<file path="config.mk">
export PLATFORM = sky130hd
export DESIGN_NAME = pixel_hit_decoder
export DESIGN_NICKNAME = d
export VERILOG_FILES = /design/src/hdl/phd_pkg.sv /design/src/hdl/pixel_hit_decoder.sv
export SDC_FILE = /design/constraint.sdc
export NUM_CORES = 1
export LEC_CHECK = 0
export BUFFER_PORTS_ARGS = -buffer_cell sky130_fd_sc_hd__buf_2
export CORE_ASPECT_RATIO = 0.6
export CORE_UTILIZATION = 50
export DETAILED_ROUTE_END_ITERATION = 7
export GPL_TIMING_DRIVEN = 0
export PLACE_DENSITY = 0.7
export SLEW_MARGIN = 20
export SYNTH_ARGS = -nofsm -noshare
export SYNTH_HDL_FRONTEND = slang
export SYNTH_SLANG_ARGS = --single-unit
</file>
<file path="constraint.sdc">
create_clock -name clk_i -period 18.3 [get_ports clk_i]
set_input_delay 0.915 -clock clk_i [delete_from_list [all_inputs] [get_ports clk_i]]
set_output_delay 0.915 -clock clk_i [all_outputs]
set_load 0.1 [all_outputs]
</file>
<file path="src/hdl/phd_pkg.sv">
package phd_pkg;

  localparam logic [1:0] MODE_DIGITAL     = 2'd0;
  localparam logic [1:0] MODE_DIGITAL_INV = 2'd1;
  localparam logic [1:0] MODE_LINEAR      = 2'd2;
  localparam logic [1:0] MODE_ANALOG      = 2'd3;

  localparam logic [1:0] ERR_OK      = 2'd0;
  localparam logic [1:0] ERR_PH_FILL = 2'd1;
  localparam logic [1:0] ERR_ADDR    = 2'd2;
  localparam logic [1:0] ERR_CORRUPT = 2'd3;

  localparam logic [2:0] REG_MODE        = 3'd0;
  localparam logic [2:0] REG_THR_ONE     = 3'd1;
  localparam logic [2:0] REG_THR_TWO     = 3'd2;
  localparam logic [2:0] REG_THR_THREE   = 3'd3;
  localparam logic [2:0] REG_THR_FOUR    = 3'd4;
  localparam logic [2:0] REG_THR_FIVE    = 3'd5;

  localparam int NUM_THR = 5;

  localparam logic [2:0] LEVEL_TOP   = 3'd5;
  localparam logic [2:0] LAST_WORD   = 3'd5;
  localparam logic [2:0] WORD_COL_HI = 3'd0;
  localparam logic [2:0] WORD_COL_LO = 3'd1;
  localparam logic [2:0] WORD_ROW_HI = 3'd2;
  localparam logic [2:0] WORD_ROW_LO = 3'd3;
  localparam logic [2:0] WORD_ROW_0  = 3'd4;

  localparam logic signed [9:0] ROW_BASE = 10'sd80;

  typedef logic signed [15:0] thr_t;
  typedef thr_t thr_arr_t [NUM_THR];

  localparam thr_arr_t THR_RESET = '{-16'sd1000, -16'sd500, 16'sd0, 16'sd500, 16'sd1000};

  // first bound that the value is below wins; at or above all: top level
  function automatic logic [2:0] classify(input logic signed [16:0] v, input thr_arr_t th);
    logic [2:0] lvl;
    lvl = LEVEL_TOP;
    for (int i = NUM_THR - 1; i >= 0; i--) begin
      if (v < $signed({th[i][15], th[i]})) begin
        lvl = 3'(i);
      end
    end
    return lvl;
  endfunction

  function automatic logic [8:0] base6(input logic [2:0] d2, input logic [2:0] d1,
                                       input logic [2:0] d0);
    return 9'({d2, 5'b0}) + 9'({d2, 2'b0}) + 9'({d1, 2'b0}) + 9'({d1, 1'b0}) + 9'(d0);
  endfunction

  function automatic logic [6:0] dcol(input logic [2:0] c1, input logic [2:0] c0,
                                      input logic r_odd);
    logic [5:0] c;
    c = 6'({c1, 2'b0}) + 6'({c1, 1'b0}) + 6'(c0);
    return {c, 1'b0} + 7'(r_odd);
  endfunction

endpackage

</file>
<file path="src/hdl/pixel_hit_decoder.sv">
// Pixel hit decoder. Takes one 24-bit readout word per clock while in_stall_o is low and
// turns it into row, column, pulse height and error code. Digital and linear modes give
// one result per word; analog mode (3) gives one result per six words, on the sixth.
// Each word is held in the input register and decoded into the result register in a single
// pass. Configuration (mode and five signed analog thresholds) sits on an APB-style port at
// byte addresses 0, 4, ..., 20; the user must write it only while no word is in flight, and
// the block does not enforce this. NUM_ROWS and NUM_COLS set the valid address range.
module pixel_hit_decoder #(
  parameter int NUM_ROWS = 80,
  parameter int NUM_COLS = 52
) (
  input  logic               clk_i,
  input  logic               rst_ni,

  input  logic               psel,
  input  logic               penable,
  input  logic               pwrite,
  input  logic [4:0]         paddr,
  input  logic [31:0]        pwdata,
  output logic [31:0]        prdata,
  output logic               pready,

  input  logic               in_valid_i,
  output logic               in_stall_o,
  input  logic [23:0]        data_word_i,
  input  logic               hit_start_i,

  output logic               out_valid_o,
  input  logic               out_stall_i,
  output logic [6:0]         pixel_row_o,
  output logic [6:0]         pixel_column_o,
  output logic signed [11:0] pulse_height_o,
  output logic [1:0]         error_code_o
);

  localparam logic signed [9:0] NumRowsS = 10'(NUM_ROWS);
  localparam logic [6:0]        NumCols7 = 7'(NUM_COLS);

  // configuration
  logic [1:0]        mode_q;
  phd_pkg::thr_arr_t th_q;
  logic [2:0]        reg_idx;
  logic [2:0]        thr_idx;
  logic              cfg_wr;

  assign pready  = 1'b1;
  assign reg_idx = paddr[4:2];
  assign thr_idx = reg_idx - 3'd1;
  assign cfg_wr  = psel & penable & pwrite;

  always_ff @(posedge clk_i or negedge rst_ni) begin
    if (!rst_ni) begin
      mode_q <= phd_pkg::MODE_DIGITAL;
      for (int i = 0; i < phd_pkg::NUM_THR; i++) begin
        th_q[i] <= phd_pkg::THR_RESET[i];
      end
    end else if (cfg_wr) begin
      case (reg_idx)
        phd_pkg::REG_MODE: mode_q <= pwdata[1:0];
        phd_pkg::REG_THR_ONE, phd_pkg::REG_THR_TWO, phd_pkg::REG_THR_THREE,
        phd_pkg::REG_THR_FOUR, phd_pkg::REG_THR_FIVE: th_q[thr_idx] <= pwdata[15:0];
        default: ;
      endcase
    end
  end

  always_comb begin
    case (reg_idx)
      phd_pkg::REG_MODE: prdata = {30'b0, mode_q};
      phd_pkg::REG_THR_ONE, phd_pkg::REG_THR_TWO, phd_pkg::REG_THR_THREE,
      phd_pkg::REG_THR_FOUR, phd_pkg::REG_THR_FIVE:
        prdata = {{16{th_q[thr_idx][15]}}, th_q[thr_idx]};
      default: prdata = 32'b0;
    endcase
  end

  // input register
  logic        s1_valid_q;
  logic [23:0] w_q;
  logic        start_q;
  logic        s1_go;
  logic        produce;
  logic        in_accept;

  assign in_stall_o = s1_valid_q & ~s1_go;
  assign in_accept  = in_valid_i & ~in_stall_o;

  always_ff @(posedge clk_i or negedge rst_ni) begin
    if (!rst_ni) begin
      s1_valid_q <= 1'b0;
    end else begin
      s1_valid_q <= in_accept | (s1_valid_q & ~s1_go);
    end
  end

  always_ff @(posedge clk_i) begin
    if (in_accept) begin
      w_q     <= data_word_i;
      start_q <= hit_start_i;
    end
  end

  // analog hit state
  logic [2:0] cnt_q, cnt_d;
  logic [2:0] prev_q, prev_d;
  logic [5:0] col_dig_q, col_dig_d;
  logic [5:0] row_dig_q, row_dig_d;

  logic [2:0]         cnt_eff;
  logic [2:0]         prev_eff;
  logic signed [16:0] sample;
  logic [2:0]         raw_lvl;
  logic signed [3:0]  diff;
  logic signed [16:0] diff_x;
  logic signed [16:0] adj;
  logic [2:0]         lvl;

  assign cnt_eff  = (start_q || cnt_q > phd_pkg::LAST_WORD) ? 3'd0 : cnt_q;
  assign prev_eff = (cnt_eff == 3'd0) ? phd_pkg::LEVEL_TOP : prev_q;
  assign sample   = {{5{w_q[11]}}, w_q[11:0]};
  assign raw_lvl  = phd_pkg::classify(sample, th_q);
  assign diff     = $signed({1'b0, prev_eff}) - $signed({1'b0, raw_lvl});
  assign diff_x   = {{13{diff[3]}}, diff};
  assign adj      = sample - (diff_x <<< 2) - diff_x;
  assign lvl      = phd_pkg::classify(adj, th_q);

  assign produce = (mode_q != phd_pkg::MODE_ANALOG) || (cnt_eff == phd_pkg::LAST_WORD);
  assign s1_go   = s1_valid_q & (~produce | ~out_valid_o | ~out_stall_i);

  always_comb begin
    cnt_d     = cnt_q;
    prev_d    = prev_q;
    col_dig_d = col_dig_q;
    row_dig_d = row_dig_q;
    if (cnt_eff == phd_pkg::LAST_WORD) begin
      cnt_d  = 3'd0;
      prev_d = phd_pkg::LEVEL_TOP;
    end else begin
      cnt_d  = cnt_eff + 3'd1;
      prev_d = lvl;
      case (cnt_eff)
        phd_pkg::WORD_COL_HI: col_dig_d = {lvl, 3'b0};
        phd_pkg::WORD_COL_LO: col_dig_d = {col_dig_q[5:3], lvl};
        phd_pkg::WORD_ROW_HI: row_dig_d = {lvl, 3'b0};
        phd_pkg::WORD_ROW_LO: row_dig_d = {row_dig_q[5:3], lvl};
        default: ;
      endcase
    end
  end

  always_ff @(posedge clk_i or negedge rst_ni) begin
    if (!rst_ni) begin
      cnt_q     <= 3'd0;
      prev_q    <= phd_pkg::LEVEL_TOP;
      col_dig_q <= 6'd0;
      row_dig_q <= 6'd0;
    end else if (s1_go && mode_q == phd_pkg::MODE_ANALOG) begin
      cnt_q     <= cnt_d;
      prev_q    <= prev_d;
      col_dig_q <= col_dig_d;
      row_dig_q <= row_dig_d;
    end
  end

  // decode
  logic [2:0]         inv;
  logic [8:0]         r_dig;
  logic [8:0]         r_ana;
  logic signed [9:0]  row;
  logic [6:0]         col;
  logic signed [11:0] ph;
  logic [1:0]         err;
  logic               bad;
  logic               corrupt_chk;

  assign inv   = (mode_q == phd_pkg::MODE_DIGITAL_INV) ? 3'b111 : 3'b000;
  assign r_dig = phd_pkg::base6(w_q[17:15] ^ inv, w_q[14:12] ^ inv, w_q[11:9] ^ inv);
  assign r_ana = phd_pkg::base6(row_dig_q[5:3], row_dig_q[2:0], prev_eff);

  always_comb begin
    row         = phd_pkg::ROW_BASE - $signed({2'b0, r_dig[8:1]});
    col         = phd_pkg::dcol(w_q[23:21], w_q[20:18], r_dig[0]);
    ph          = {4'b0, w_q[8:5], w_q[3:0]};
    corrupt_chk = 1'b1;
    case (mode_q)
      phd_pkg::MODE_LINEAR: begin
        row = {3'b0, w_q[16:13], w_q[11:9]};
        col = {1'b0, w_q[23:21], w_q[19:17]};
      end
      phd_pkg::MODE_ANALOG: begin
        row         = phd_pkg::ROW_BASE - $signed({2'b0, r_ana[8:1]});
        col         = phd_pkg::dcol(col_dig_q[5:3], col_dig_q[2:0], r_ana[0]);
        ph          = w_q[11:0];
        corrupt_chk = 1'b0;
      end
      default: ;
    endcase

    bad = (row < 10'sd0) || (row >= NumRowsS) || (col >= NumCols7);
    if (!bad) begin
      err = phd_pkg::ERR_OK;
    end else if (corrupt_chk && row == NumRowsS) begin
      err = phd_pkg::ERR_CORRUPT;
    end else begin
      err = phd_pkg::ERR_ADDR;
    end

    if (mode_q != phd_pkg::MODE_ANALOG) begin
      if (w_q[4]) begin
        row = 10'sd0;
        col = 7'd0;
        err = phd_pkg::ERR_PH_FILL;
      end else if (mode_q == phd_pkg::MODE_LINEAR && (w_q[12] || w_q[20])) begin
        row = 10'sd0;
        col = 7'd0;
        err = phd_pkg::ERR_ADDR;
      end
    end
  end

  // result register
  logic out_load;

  assign out_load = s1_go & produce;

  always_ff @(posedge clk_i or negedge rst_ni) begin
    if (!rst_ni) begin
      out_valid_o <= 1'b0;
    end else if (out_load) begin
      out_valid_o <= 1'b1;
    end else if (!out_stall_i) begin
      out_valid_o <= 1'b0;
    end
  end

  always_ff @(posedge clk_i) begin
    if (out_load) begin
      pixel_row_o    <= row[6:0];
      pixel_column_o <= col;
      pulse_height_o <= ph;
      error_code_o   <= err;
    end
  end

endmodule
</file>
---- After elaboration in Yosys (flattened, before gate mapping) ----
Cells that the tools add are included.
storage, ports and cells
  word-level logic and storage cells ...... 155
  output and inout port bits .............. 63
  flip-flop bits (word level) ............. 155
  input port bits ......................... 69
cells by class
  eq/ne operators ......................... 15
  add/sub/neg operators ................... 21
  reductions and logical operators ........ 20
  mux-type cells .......................... 41
  bitwise logic cells ..................... 21
  magnitude comparators ................... 16
operators with widths
  cell                                             number
  bitwise mux 80 bit                               1
  less-than comparator 12 x 16 -> 1 bit            5
  less-than comparator 14 x 16 -> 1 bit            5
  one-hot mux 32 bit (2 select lines)              1
  binary-select mux 16 bit (select 3 bit)          1
  demux 16 bit (select 3 bit)                      1
  2-to-1 mux 16 bit                                3
  2-to-1 mux 7 bit                                 6
  2-to-1 mux 3 bit                                 13
  one-hot mux 6 bit (2 select lines)               2
  one-hot mux 10 bit (2 select lines)              1
  adder 8 x 5 -> 9 bit                             2
  adder 9 x 3 -> 9 bit                             2
  adder 9 x 4 -> 9 bit                             2
  adder 9 x 5 -> 9 bit                             2
  subtractor 7 x 8 -> 9 bit, first input constant  2
  adder 7 x 1 -> 7 bit                             2
  one-hot mux 7 bit (2 select lines)               1
  subtractor 13 x 4 -> 14 bit                      1
  subtractor 12 x 6 -> 13 bit                      1
  adder 5 x 4 -> 6 bit                             2
  adder 6 x 3 -> 6 bit                             2
  == test 3 x 2 -> 1 bit, second input constant    4
  == test 10 x 8 -> 1 bit, second input constant   1
  31 further kinds                                 71

---- Logic depth before layout (Yosys ltp) ----
  word-level depth ........................ 16
  depth in mapped cells ................... 31
  depth with buffers taken out ............ 31

---- Worst setup path before layout ----
OpenSTA, ideal clock, no wires.
  path kind ............................... input-to-output
  start ................................... input paddr[2]
  end ..................................... output prdata[12]
  data required time ...................... 17.385 ns
  path buffers ............................ 5
  path slack .............................. 9.913 ns
  data arrival time ....................... 7.472 ns
  stages .................................. 10
  cell sequence ........................... clkbuf_1 > inv_1 > clkbuf_1 > ha_1 > ha_1 > clkbuf_1 > clkbuf_1 > clkbuf_1 > a21oi_1 > a2111oi_0
on the way
  cells in the longest elaborated chain, start to end .. 6
  elaborated cells between the ends (all ways) .. 13
  those cells by class .................... add/sub (1); eq/ne (5); mux (4); bitwise (1); reduce/logical (2)
RTL lines
  element                                                RTL line                 text
  start, declared                                        pixel_hit_decoder.sv:18  input logic [4:0] paddr,
  subtractor 3 x 1 -> 3 bit                              pixel_hit_decoder.sv:48  assign thr_idx = reg_idx - 3'd1;
  NOT 3 -> 4 bit (implied by the code)                   pixel_hit_decoder.sv:72  prdata = {{16{th_q[thr_idx][15]}}, th_q[thr_idx]};
  binary-select mux 16 bit (select 3 bit)                pixel_hit_decoder.sv:72
  2-to-1 mux 16 bit (implied by the code) (2 in series)  pixel_hit_decoder.sv:72
  one-hot mux 32 bit (2 select lines) (*)                pixel_hit_decoder.sv:68  case (reg_idx)
  end, declared                                          pixel_hit_decoder.sv:20  output logic [31:0] prdata,
Every way passes the cells marked *; elsewhere a longest branch is shown, timed or not. The select of a mux whose other input is x is not followed.

---- Worst setup path in the final report ----
  start ................................... register w_q[11]
  end ..................................... register col_dig_q[5]
on the way
  cells in the longest elaborated chain, start to end .. 15
  elaborated cells between the ends (all ways) .. 22
  those cells by class .................... add/sub (3); order compare (9); mux (10)
RTL lines
  element                                 RTL line                  text
  start, declared                         pixel_hit_decoder.sv:79   logic [23:0] w_q;
  start signal, assigned                  pixel_hit_decoder.sv:98   w_q <= data_word_i;
  less-than comparator 12 x 16 -> 1 bit   phd_pkg.sv:42             if (v < $signed({th[i][15], th[i]})) begin
  2-to-1 mux 1 bit                        phd_pkg.sv:42
  2-to-1 mux 3 bit (4 in series)          phd_pkg.sv:42
  subtractor 3 x 3 -> 4 bit               pixel_hit_decoder.sv:122  assign diff = $signed({1'b0, prev_eff}) - $signed({1'b0, raw_lvl});
  subtractor 12 x 6 -> 13 bit             pixel_hit_decoder.sv:124  assign adj = sample - (diff_x <<< 2) - diff_x;
  subtractor 13 x 4 -> 14 bit (*)         pixel_hit_decoder.sv:124
  less-than comparator 14 x 16 -> 1 bit   phd_pkg.sv:42
  2-to-1 mux 3 bit (3 in series)          phd_pkg.sv:42
  2-to-1 mux 3 bit (*)                    phd_pkg.sv:42
  one-hot mux 6 bit (2 select lines) (*)  pixel_hit_decoder.sv:141  case (cnt_eff)
  end signal, assigned                    pixel_hit_decoder.sv:160  col_dig_q <= col_dig_d;
  end, declared                           pixel_hit_decoder.sv:106  logic [5:0] col_dig_q, col_dig_d;
Marked as above.
A chain may end at the register's enable or synchronous reset.

==> impl_metrics.toml <==
[drt]
wire_per_inst_um = 21.4
drc_errors = 0
drt-initial-drc-count = 1150
routed_wl_um = 37200
drt_pass1_iterations = 5
vias_per_cell = 6.05
via_count = 10500
antenna_left = 0

[cells_and_area]
drive_gt1_frac = 0.202
n_fill_cell = 2181
fin_nets = 1688
mostFrequentLayoutCells = "ha_1 (203), inv_1 (122), buf_2 (117)"
area_growth_pct = 13.4
layout_commonest_cell = "ha_1"
diodes = 0
instances_no_fill = 1738

[sta]
hold_viol = 0
tns_ns = 0
finClkSkew_ns = 0.0101
max_clock_freq_mhz = 106
final.period_utilization = 0.516
slew_viol_final = 0
grt_setup_unrepaired = "no"
final.min_clock_period_ns = 9.43
slew_headroom = 0.348
whs_ns = 0.318
worst_slack_ns = 8.87
worst-slew-pin-transition_ns = 0.978
finalSetupViolCount = 0

[placement]
io_buffers = 112
globalplace.congestion = 1.00
placed_cells = 1706
post-dp-hpwl_um = 29300
dp_slack_ns = 8.94

[logic_synthesis]
synth_top_family_by_area = "adder cells"
synth_fp_nets = 1553
synth-xor-area-share = 0.0259
syn_avg_cell_area_um2 = 9.83
yosysTopAreaCellShare = 0.204
syn_inst = 1268
ys_async_sr_fraction = 0.658
yosysWarningCount = 0
synthMuxAreaShare = 0.0704
synthAdderAreaFrac = 0.225
yosys.area_share.simple = 0.120
synth-seq-cells = 155
synthTopCellsByArea = "ha_1 (20%), dfrtp_1 (14%), edfxtp_1 (13%), dfstp_2 (6.5%), mux2_2 (5.3%)"
synth_compound_area_frac = 0.161
yosysSeqAreaShare = 0.336
syn_area_um2 = 12500
synth_top_area_cell = "ha_1"
synth_flop_cell = "dfrtp_1"
synth_cell_types = 80
synth_edf_count = 53

[floorplan]
rows = 44
core-area_um2 = 24300
die_w_um = 206
ios = 132
die_h_um = 124
die_area_um2 = 25600
start_util = 0.512

[min_path]
hold_path.class = "in -> async"

[critical_path]
required_ns = 18.69
cp-start-kind = "flop"
arrival_ns = 9.83
slowest_stage = "nor3b_1"
cp_slowest_stage_delay_ns = 0.79
ff2ff_path_depth = 29
end_kind = "flop"
cp_common_cell = "ha_1"
path_class = "reg -> reg"
worstPathMaxFanout = 22

[clocking]
cts_tree = "done"
cts_sinks = 155
cts_setup_buffers = 0
cts_inserted_buffers = 17
root_buffer = "clkbuf_16"
clk_path_buf_depth = 2
cts_max_level = 4
hold_buffers = 0
cts_resized = 0
clkTransAtPathRegs_ns = 0.07
insertion_delay_ns = 0.46

[global_route]
grt_max_degree = 77
grt_use_total = 0.300
grt_pass1_vias = 9628
antenna_found_initial = 0
grt-ovfl-total = 0
grt_pass1_wl_um = 57300

[job]
maxCapViolations = 0

[outcome]
status = "finished clean"
## cell usage after synthesis, types with 10 or more instances
cell type	number
ha_1	203
inv_1	122
nand2_1	109
o21ai_0	80
dfrtp_1	71
a21oi_1	62
mux2_2	59
nor2_1	58
edfxtp_1	53
dfstp_2	31
clkbuf_1	30
a21o_1	24
xnor2_1	22
nor2b_1	20
nand4_1	18
buf_4	17
nand3_1	17
nand2b_1	16
a211oi_1	14
o211ai_1	14
a2111oi_0	13
and3_1	13
fa_1	13
xor2_1	13
o21a_1	11
o22ai_1	11
mux2i_1	10
nor3_1	10
## final timing paths
path / start / end / slack [ns]
max: w_q[11] / col_dig_q[5] / 8.87
min: rst_ni / th_q[12] / 0.32
max reg2reg: w_q[11] / col_dig_q[5] / 8.87
min reg2reg: th_q[45] / th_q[45] / 0.51
max in group asynchronous: rst_ni / prev_q[0] / 17.28
min in group clk_i: th_q[45] / th_q[45] / 0.51
## worst max-delay path: cells and delay by family, from the launching register on
family	cells	cell delay, ns
mux	1	0.29
simple gates	9	2.79
flops	1	0.63
buf+inv	3	0.45
fa+ha+maj	5	1.82
xor+xnor	1	0.32
compound gates	10	3.06
## kinds of logic after synthesis
kind of cell,after synthesis
xor+xnor,36
buf+inv,180
other cells,1
compound gates,305
mux,74
fa+ha+maj,216
flops,155
simple gates,301
## metal layers
layer / global-route usage / part of all wire
met4: 0.0908 / 0.017
met3: 0.0921 / 0.13
met1: 0.488 / 0.49
met2: 0.364 / 0.36
met5: 0 / 0
## cell type report
type                       instances  area [um2]  share of cell area
timing repair buffer             116         664              0.0470
buffer                            58         312              0.0221
inverter                         122         458              0.0324
sequential                       155        4180               0.296
tap                              322         403              0.0285
multi-input combinational        933        7530               0.533
clock buffer                      18         429              0.0304
clock inverter                    14         146              0.0104
## sequential cells by signal, summed over array words and instances (netlist names)
register,count
error_code_o,2
pulse_height_o,12
mode_q,2
cnt_q,3
out_valid_o,1
s1_valid_q,1
row_dig_q,6
pixel_column_o,7
prev_q,3
w_q,24
col_dig_q,6
th_q,80
start_q,1
pixel_row_o,7
## through the flow
stage,utilization,area [um2]
after CTS,0.580,14100
after global routing,0.581,14100
after floorplan,-,12500
final,0.581,14100
after global placement,0.552,13400
after detailed placement,0.557,13500
Power is not shown: default switching activity piles up to over one toggle a cycle in this logic, so the estimate is an artifact.
